File: src/sv/mtf_pkg.sv
// Shared types and constants of the move-to-front list core.
package mtf_pkg;

  localparam int DEPTH_DEF    = 16;
  localparam int ID_WIDTH_DEF = 16;

  localparam int IN_ID_W   = 16;
  localparam int STATUS_W  = 3;
  localparam int POS_OUT_W = 4;
  localparam int CNT_OUT_W = 5;

  typedef enum logic {
    KIND_INSERT = 1'b0,
    KIND_ACCESS = 1'b1
  } kind_t;

  typedef enum logic [STATUS_W-1:0] {
    ST_INSERTED  = 3'd0,
    ST_MOVED     = 3'd1,
    ST_NOT_FOUND = 3'd2,
    ST_EMPTY     = 3'd3,
    ST_FULL      = 3'd4
  } status_t;

  typedef enum logic {
    S_IDLE   = 1'b0,
    S_SEARCH = 1'b1
  } state_t;

  // Broadcast controls from the sequencer to every list cell.
  typedef struct packed {
    logic launch;  // start a search: token into cell 0, clear passed marks
    logic step;    // token moves one cell toward the tail
    logic stop;    // search over: drop the token
    logic move;    // shift marked cells back by one, match cell included
    logic wr_en;   // insert write into the selected cell
  } cell_ctl_t;

endpackage

File: src/sv/mtf_cell.sv
// One list cell: a slot, the search token and the mark of cells the token has passed.
module mtf_cell #(
  parameter int ID_WIDTH = mtf_pkg::ID_WIDTH_DEF
) (
  input  logic                clk,
  input  logic                rst_n,
  input  mtf_pkg::cell_ctl_t  ctl,
  input  logic                wr_sel,
  input  logic [ID_WIDTH-1:0] wr_data,
  input  logic [ID_WIDTH-1:0] key,
  input  logic [ID_WIDTH-1:0] left_slot,
  input  logic                left_tok,
  output logic [ID_WIDTH-1:0] slot,
  output logic                tok,
  output logic                hit
);
  import mtf_pkg::*;

  logic [ID_WIDTH-1:0] slot_r, slot_nxt;
  logic                tok_r, tok_nxt;
  logic                passed_r, passed_nxt;

  always_comb begin
    tok_nxt    = tok_r;
    passed_nxt = passed_r;
    slot_nxt   = slot_r;
    if (ctl.launch || ctl.step) begin
      tok_nxt = left_tok;
    end else if (ctl.stop) begin
      tok_nxt = 1'b0;
    end
    if (ctl.launch) begin
      passed_nxt = 1'b0;
    end else if (ctl.step) begin
      passed_nxt = passed_r | tok_r;
    end
    // Cells in front of the match and the match itself take their neighbor's value.
    if (ctl.move && (passed_r || tok_r)) begin
      slot_nxt = left_slot;
    end else if (ctl.wr_en && wr_sel) begin
      slot_nxt = wr_data;
    end
  end

  always_ff @(posedge clk) begin
    if (!rst_n) begin
      tok_r    <= 1'b0;
      passed_r <= 1'b0;
    end else begin
      tok_r    <= tok_nxt;
      passed_r <= passed_nxt;
    end
  end

  always_ff @(posedge clk) begin
    slot_r <= slot_nxt;
  end

  assign slot = slot_r;
  assign tok  = tok_r;
  assign hit  = tok_r && (slot_r == key);

endmodule

File: src/sv/move_to_front_list_core.sv
// Top level of the move-to-front list core: sequencer, cell chain and result register.
// Insert, full and empty results are registered and appear in the cycle after acceptance.
// An access sends the search token into cell 0; the token walks one cell per cycle, and
// the result is registered when it reaches the match or the last occupied cell.
// One insert per cycle while results drain; an access blocks input until its search ends.
// Reset (rst_n low, synchronous) empties the list; slot contents are not cleared.
module move_to_front_list_core #(
  parameter int DEPTH    = mtf_pkg::DEPTH_DEF,
  parameter int ID_WIDTH = mtf_pkg::ID_WIDTH_DEF
) (
  input  logic        clk,
  input  logic        rst_n,
  // Input item: tuser[0] = kind (0 insert, 1 access).
  input  logic        in_tvalid,
  output logic        in_tready,
  input  logic [15:0] in_tdata,   // [15:0] entry_id
  input  logic [0:0]  in_tuser,   // [0] kind
  // Result item.
  output logic        out_tvalid,
  input  logic        out_tready,
  output logic [15:0] out_tdata   // [2:0] status, [6:3] found_position,
                                  // [11:7] entry_count, [15:12] zero
);
  import mtf_pkg::*;

  localparam int OCC_W = $clog2(DEPTH + 1);
  localparam int POS_W = (DEPTH > 1) ? $clog2(DEPTH) : 1;

  // Control state.
  state_t                state_r, state_nxt;
  logic [OCC_W-1:0]      occ_r, occ_nxt;
  logic [POS_W-1:0]      pos_r, pos_nxt;
  logic                  out_valid_r, out_valid_nxt;

  // Payload registers.
  logic [ID_WIDTH-1:0]   key_r, key_nxt;
  status_t               res_status_r, res_status_nxt;
  logic [POS_OUT_W-1:0]  res_pos_r, res_pos_nxt;
  logic [CNT_OUT_W-1:0]  res_cnt_r, res_cnt_nxt;

  cell_ctl_t             ctl;
  logic                  accept;
  logic                  load_out;
  logic                  hit_any;
  logic [ID_WIDTH-1:0]   in_key;
  logic [ID_WIDTH+IN_ID_W-1:0] in_key_ext;
  logic [OCC_W+CNT_OUT_W-1:0]  cnt_ext;
  logic [POS_W+POS_OUT_W-1:0]  pos_ext;

  logic [ID_WIDTH-1:0]   slot_vec [DEPTH];
  logic [DEPTH-1:0]      tok_vec;
  logic [DEPTH-1:0]      hit_vec;

  // Only the low ID_WIDTH bits of the identifier take part; wider IDs zero-extend.
  assign in_key_ext = {{ID_WIDTH{1'b0}}, in_tdata};
  assign in_key     = in_key_ext[ID_WIDTH-1:0];

  assign in_tready = (state_r == S_IDLE) && (!out_valid_r || out_tready);
  assign accept    = in_tvalid && in_tready;
  assign hit_any   = |hit_vec;

  // Sequencer: inserts and trivial refusals finish at once; an access walks the chain.
  always_comb begin
    state_nxt      = state_r;
    occ_nxt        = occ_r;
    pos_nxt        = pos_r;
    key_nxt        = key_r;
    ctl            = '0;
    load_out       = 1'b0;
    res_status_nxt = res_status_r;
    res_pos_nxt    = '0;
    unique case (state_r)
      S_IDLE: begin
        if (accept) begin
          key_nxt  = in_key;
          if (kind_t'(in_tuser[0]) == KIND_INSERT) begin
            load_out = 1'b1;
            if (occ_r == OCC_W'(DEPTH)) begin
              res_status_nxt = ST_FULL;
            end else begin
              ctl.wr_en      = 1'b1;
              occ_nxt        = occ_r + OCC_W'(1);
              res_status_nxt = ST_INSERTED;
            end
          end else if (occ_r == '0) begin
            load_out       = 1'b1;
            res_status_nxt = ST_EMPTY;
          end else begin
            ctl.launch = 1'b1;
            pos_nxt    = '0;
            state_nxt  = S_SEARCH;
          end
        end
      end
      S_SEARCH: begin
        if (hit_any) begin
          // The match cell and every cell the token passed shift back; key enters at 0.
          ctl.move       = 1'b1;
          ctl.stop       = 1'b1;
          load_out       = 1'b1;
          res_status_nxt = ST_MOVED;
          res_pos_nxt    = pos_ext[POS_OUT_W-1:0];
          state_nxt      = S_IDLE;
        end else if ((OCC_W+1)'(pos_r) + (OCC_W+1)'(1) == (OCC_W+1)'(occ_r)) begin
          ctl.stop       = 1'b1;
          load_out       = 1'b1;
          res_status_nxt = ST_NOT_FOUND;
          state_nxt      = S_IDLE;
        end else begin
          ctl.step = 1'b1;
          pos_nxt  = pos_r + POS_W'(1);
        end
      end
      default: begin
        state_nxt = S_IDLE;
      end
    endcase
  end

  assign pos_ext     = {{POS_OUT_W{1'b0}}, pos_r};
  assign cnt_ext     = {{CNT_OUT_W{1'b0}}, occ_nxt};
  assign res_cnt_nxt = load_out ? cnt_ext[CNT_OUT_W-1:0] : res_cnt_r;

  always_comb begin
    out_valid_nxt = out_valid_r;
    if (load_out) begin
      out_valid_nxt = 1'b1;
    end else if (out_tready) begin
      out_valid_nxt = 1'b0;
    end
  end

  always_ff @(posedge clk) begin
    if (!rst_n) begin
      state_r     <= S_IDLE;
      occ_r       <= '0;
      pos_r       <= '0;
      out_valid_r <= 1'b0;
    end else begin
      state_r     <= state_nxt;
      occ_r       <= occ_nxt;
      pos_r       <= pos_nxt;
      out_valid_r <= out_valid_nxt;
    end
  end

  always_ff @(posedge clk) begin
    key_r <= key_nxt;
    if (load_out) begin
      res_status_r <= res_status_nxt;
      res_pos_r    <= res_pos_nxt;
    end
    res_cnt_r <= res_cnt_nxt;
  end

  // The chain of cells; cell 0 sees the search key as its left neighbor.
  for (genvar i = 0; i < DEPTH; i++) begin : g_cell
    logic [ID_WIDTH-1:0] left_slot;
    logic                left_tok;
    if (i == 0) begin : g_head
      assign left_slot = key_r;
      assign left_tok  = ctl.launch;
    end else begin : g_body
      assign left_slot = slot_vec[i-1];
      assign left_tok  = tok_vec[i-1];
    end
    mtf_cell #(
      .ID_WIDTH(ID_WIDTH)
    ) u_cell (
      .clk       (clk),
      .rst_n     (rst_n),
      .ctl       (ctl),
      .wr_sel    (occ_r == OCC_W'(i)),
      .wr_data   (in_key),
      .key       (key_r),
      .left_slot (left_slot),
      .left_tok  (left_tok),
      .slot      (slot_vec[i]),
      .tok       (tok_vec[i]),
      .hit       (hit_vec[i])
    );
  end

  assign out_tvalid = out_valid_r;
  assign out_tdata  = {4'b0000, res_cnt_r, res_pos_r, res_status_r};

`ifndef ASSERT_OFF
  // At most one search token lives in the chain.
  a_tok_onehot0: assert property (@(posedge clk) disable iff (!rst_n)
    $onehot0(tok_vec))
    else $error("more than one search token in the chain");

  // While searching, the token sits exactly at the tracked position.
  a_tok_at_pos: assert property (@(posedge clk) disable iff (!rst_n)
    (state_r == S_SEARCH) |-> (tok_vec[pos_r] && $onehot(tok_vec)))
    else $error("search token not at the tracked position");

  // The token never probes a cell beyond the occupied part of the list.
  a_pos_in_list: assert property (@(posedge clk) disable iff (!rst_n)
    (state_r == S_SEARCH) |-> ((OCC_W+1)'(pos_r) < (OCC_W+1)'(occ_r)))
    else $error("search token beyond the list tail");

  // Occupancy stays in range and a move never changes it.
  a_occ_range: assert property (@(posedge clk) disable iff (!rst_n)
    occ_r <= OCC_W'(DEPTH))
    else $error("occupancy exceeds depth");

  a_move_keeps_occ: assert property (@(posedge clk) disable iff (!rst_n)
    (state_r == S_SEARCH) |=> $stable(occ_r))
    else $error("occupancy changed during an access");
`endif

endmodule
File: config.mk
export PLATFORM = sky130hd
export DESIGN_NAME = move_to_front_list_core
export DESIGN_NICKNAME = d
export VERILOG_FILES = /design/src/sv/mtf_pkg.sv /design/src/sv/mtf_cell.sv /design/src/sv/move_to_front_list_core.sv
export SDC_FILE = /design/constraint.sdc
export NUM_CORES = 1
export LEC_CHECK = 0
export BUFFER_PORTS_ARGS = -buffer_cell sky130_fd_sc_hd__buf_2
export CAP_MARGIN = 20
export CORE_MARGIN = 2
export CORE_UTILIZATION = 55
export DETAILED_ROUTE_END_ITERATION = 10
export PLACE_DENSITY_LB_ADDON = 0.25
export SLEW_MARGIN = 15
export SYNTH_ARGS = -nofsm -noshare
export SYNTH_HDL_FRONTEND = slang
export SYNTH_SLANG_ARGS = --single-unit
File: constraint.sdc
create_clock -name clk -period 8.8 [get_ports clk]
set_input_delay 0.88 -clock clk [delete_from_list [all_inputs] [get_ports clk]]
set_output_delay 0.88 -clock clk [all_outputs]
set_load 0.005 [all_outputs]
==> metrics.txt <==
CP delay by family, top=compound AO/OA/AOI/OAI gates; Post-Synthesis Cells=1282; clock slew seen by the registers of the worst setup and hold paths=0.06 ns; Synthesis Warnings=0; CTS tree=done; Clk pwr share=0.449; Slew Limit Fails=0; Hold Vio Cnt, Final=0; Routability Congestion=0.967; R2R Path Start=g_cell[0].left_slot[4]; dominant synthesized flop cell=edfxtp_1; # DRC=0; CP required=8.97 ns; Critical R2R Capture=g_cell[15].u_cell.slot[7]; CTS Buffer Depth=3; most frequent CP cell=nor4_1; # H-tree levels=2; antenna-violating nets left=0; clock latency on the worst-skew pair=0.54 ns; Die Area=0.0334 mm2; fillers=2415; First DRT Iteration DRCs=1331; Net Sw Power=0.840 mW; Crit-path slowest cell=a21oi_4; Port Buffers=34; hold path endpoint=g_cell[15].u_cell.passed_r; Worst Path Max Fanout=17; R2R cell count=9; Pint=2.84 mW; sequential share of power=0.470; Area Overhead vs Synth=8.63%; Final Skew=0.0251 ns; HP Class=register to register; cts repair resizes=0; final cell count without fillers=1726; Worst slew margin=0.226; FF-to-FF setup slack=3.92 ns; cell breakdown of the critical path=buf_4 > xor2_1 > nor4_1 > nand3_1 > o22ai_1 > nor4_1 > a21oi_4 > o21ai_2 > nand2_1; area of the core=0.0316 mm2; Routed WL=49.2 mm; Avg Inst Size Synth=13.7 um2; Starting Density=0.557; Async SR Flop Fraction=0; Remaining Overflow, GRT=0; Seq/Total Area, Yosys=0.534; hpwl dp=32.2 mm; Die Span Y=183 um; Critical Path End Type=register; Post-CTS Setup Bufs=0; commonest non-fill, non-tap cells in the layout=284 x edfxtp_1, 243 x xor2_1, 162 x mux2_2; fmax=205 MHz; fraction of layout cells with a size suffix above 1=0.292; Final Util=0.605; DR vias/cell=6.31; final setup vio count=0; hold_buf cts=0; Sw Share=0.228; Worst-Margin Slew=1.16 ns; cell area after synthesis=0.0176 mm2; gr usage total=0.295; vias in the first global route=10700; Pleak=7.00 nW; run status=finished clean; Comb pwr share=0.081; DP Cell Count=1658; slowest stage delay, CP=0.92 ns; largest net degree at the start of global routing=26; crit path kind=register to register; Min-Delay Path Depth=2; # nets final=1322; vias post-DR=10900; Horiz. Die Dim=183 um; Design Power=3.68 mW; IO Count=39; Synth Register Bits=327; Clock Tree Root=clkbuf_16; clk sinks=327; RSZ-0062 raised after global routing=false; ant diodes=0; buffer and inverter count on the worst path=1; first-pass GRT wire length=71.4 mm; worst vdd ir=0.000148 V; count of cell types in the netlist=40; commonest non-fill, non-tap cell in the layout=edfxtp_1; Hold Startpoint=g_cell[15].u_cell.passed_r; Power Density=193 mW/mm2; first-pass detailed-route iteration total=5; Final Cycle Share=0.555; number of flops mapped to enable cells by yosys=284; CP startpoint kind=register; total CTS buffers=37; minimum clock period=4.88 ns; # rows=65; initial antenna violation count=0; per-cell routed wire length=28.5 um; WP data arrival=5.05 ns; Max Cap Viol=0; TNS Setup=0 ns
==> area by class of cell <==
class	count	area (um2)	share of cell area
tap	402	503	0.0263
timing repair buffer	54	320	0.0168
sequential	327	9390	0.492
clock buffer	44	962	0.0504
multi-input combinational	868	7560	0.396
clock inverter	24	340	0.0178
inverter	7	26.3	0.00138
==> per-stage QoR <==
| stage | cell area (um2) | setup WS [ns] | hold WS (ns) |
|---|---|---|---|
| after floorplan | 17600 | 4.81 | 0.458 |
| after global placement | 17800 | 4.09 | 0.475 |
| after detailed placement | 17800 | 4.07 | 0.489 |
| after CTS | 19100 | 3.98 | 0.503 |
| after global routing | 19100 | 3.68 | 0.530 |
| final | 19100 | 3.92 | 0.512 |
==> synthesized netlist by cell type, drive strengths merged, types with 21 or more instances <==
| cell type | n | share of area |
|---|---|---|
| a21oi | 22 | 0.0069 |
| buf | 54 | 0.030 |
| clkbuf | 29 | 0.0062 |
| dfxtp | 43 | 0.049 |
| edfxtp | 284 | 0.49 |
| mux2 | 256 | 0.18 |
| nand2 | 65 | 0.014 |
| nand3 | 40 | 0.011 |
| nand4 | 21 | 0.0075 |
| nor2 | 30 | 0.0064 |
| nor4 | 53 | 0.019 |
| o21ai | 22 | 0.014 |
| o22ai | 33 | 0.012 |
| xor2 | 243 | 0.12 |
==> cell families after synthesis <==
group	share of synthesized area
AOI/OAI and AO/OA	0.0364
xor gates and xnor gates	0.131
adders and majority gates	0.00427
buffers and inverters	0.0372
DFF	0.534
muxes	0.185
other	0.000213
and+or+nand+nor	0.0722
==> flip-flops by register name, indices dropped and copies added, names as in the netlist <==
register and cells:
res_cnt_r 5, res_status_r 3, occ_r 5, out_tvalid 1, pos_r 4, g_cell.u_cell.passed_r 16
g_cell.u_cell.slot 256, g_cell.left_slot 16, state_r 1, res_pos_r 4, g_cell.u_cell.tok 16
==> worst max path at each step <==
stage | startpoint | endpoint | slack (ns) | depth (start not counted)
2_1_floorplan | out_tready | g_cell[7].u_cell.slot[0] | 4.81 | 7
3_5_place_dp | g_cell[0].left_slot[2] | g_cell[15].u_cell.slot[2] | 4.07 | 9
3_3_place_gp | g_cell[0].left_slot[4] | g_cell[15].u_cell.slot[2] | 4.09 | 9
5_1_grt | g_cell[0].left_slot[1] | g_cell[14].u_cell.slot[2] | 3.68 | 8
4_1_cts | g_cell[0].left_slot[1] | g_cell[15].u_cell.slot[12] | 3.98 | 8
6_report | g_cell[0].left_slot[4] | g_cell[15].u_cell.slot[7] | 3.92 | 9
==> power groups by stage <==
stage	Sequential [mW]	Clock, mW	Combinational [mW]
6_report	1.73	1.65	0.298
3_3_place_gp	1.76	0	0.289
3_5_place_dp	1.77	0	0.289
4_1_cts	1.73	1.66	0.292
5_1_grt	1.73	1.72	0.312
2_1_floorplan	1.75	0	0.215
==> worst register-to-register path: cells and delay by family (launching register included) <==
family	cells	cell delay (ns)
AOI/OAI and AO/OA	3	1.65
and+or+nand+nor	4	1.58
DFF	1	0.83
buffers and inverters	1	0.36
xor gates and xnor gates	1	0.10
==> metal layers <==
metal / share of wire / GRT usage / up-vias / wire length, um
li1: - / - / 4735 / -
met4: 0.034 / 0.102 / 0 / 1660
met2: 0.46 / 0.471 / 662 / 22600
met5: 0 / 0 / - / 0
met3: 0.094 / 0.0473 / 111 / 4630
met1: 0.41 / 0.413 / 5378 / 20300
Note: power is estimated with default switching activity, not from simulation.
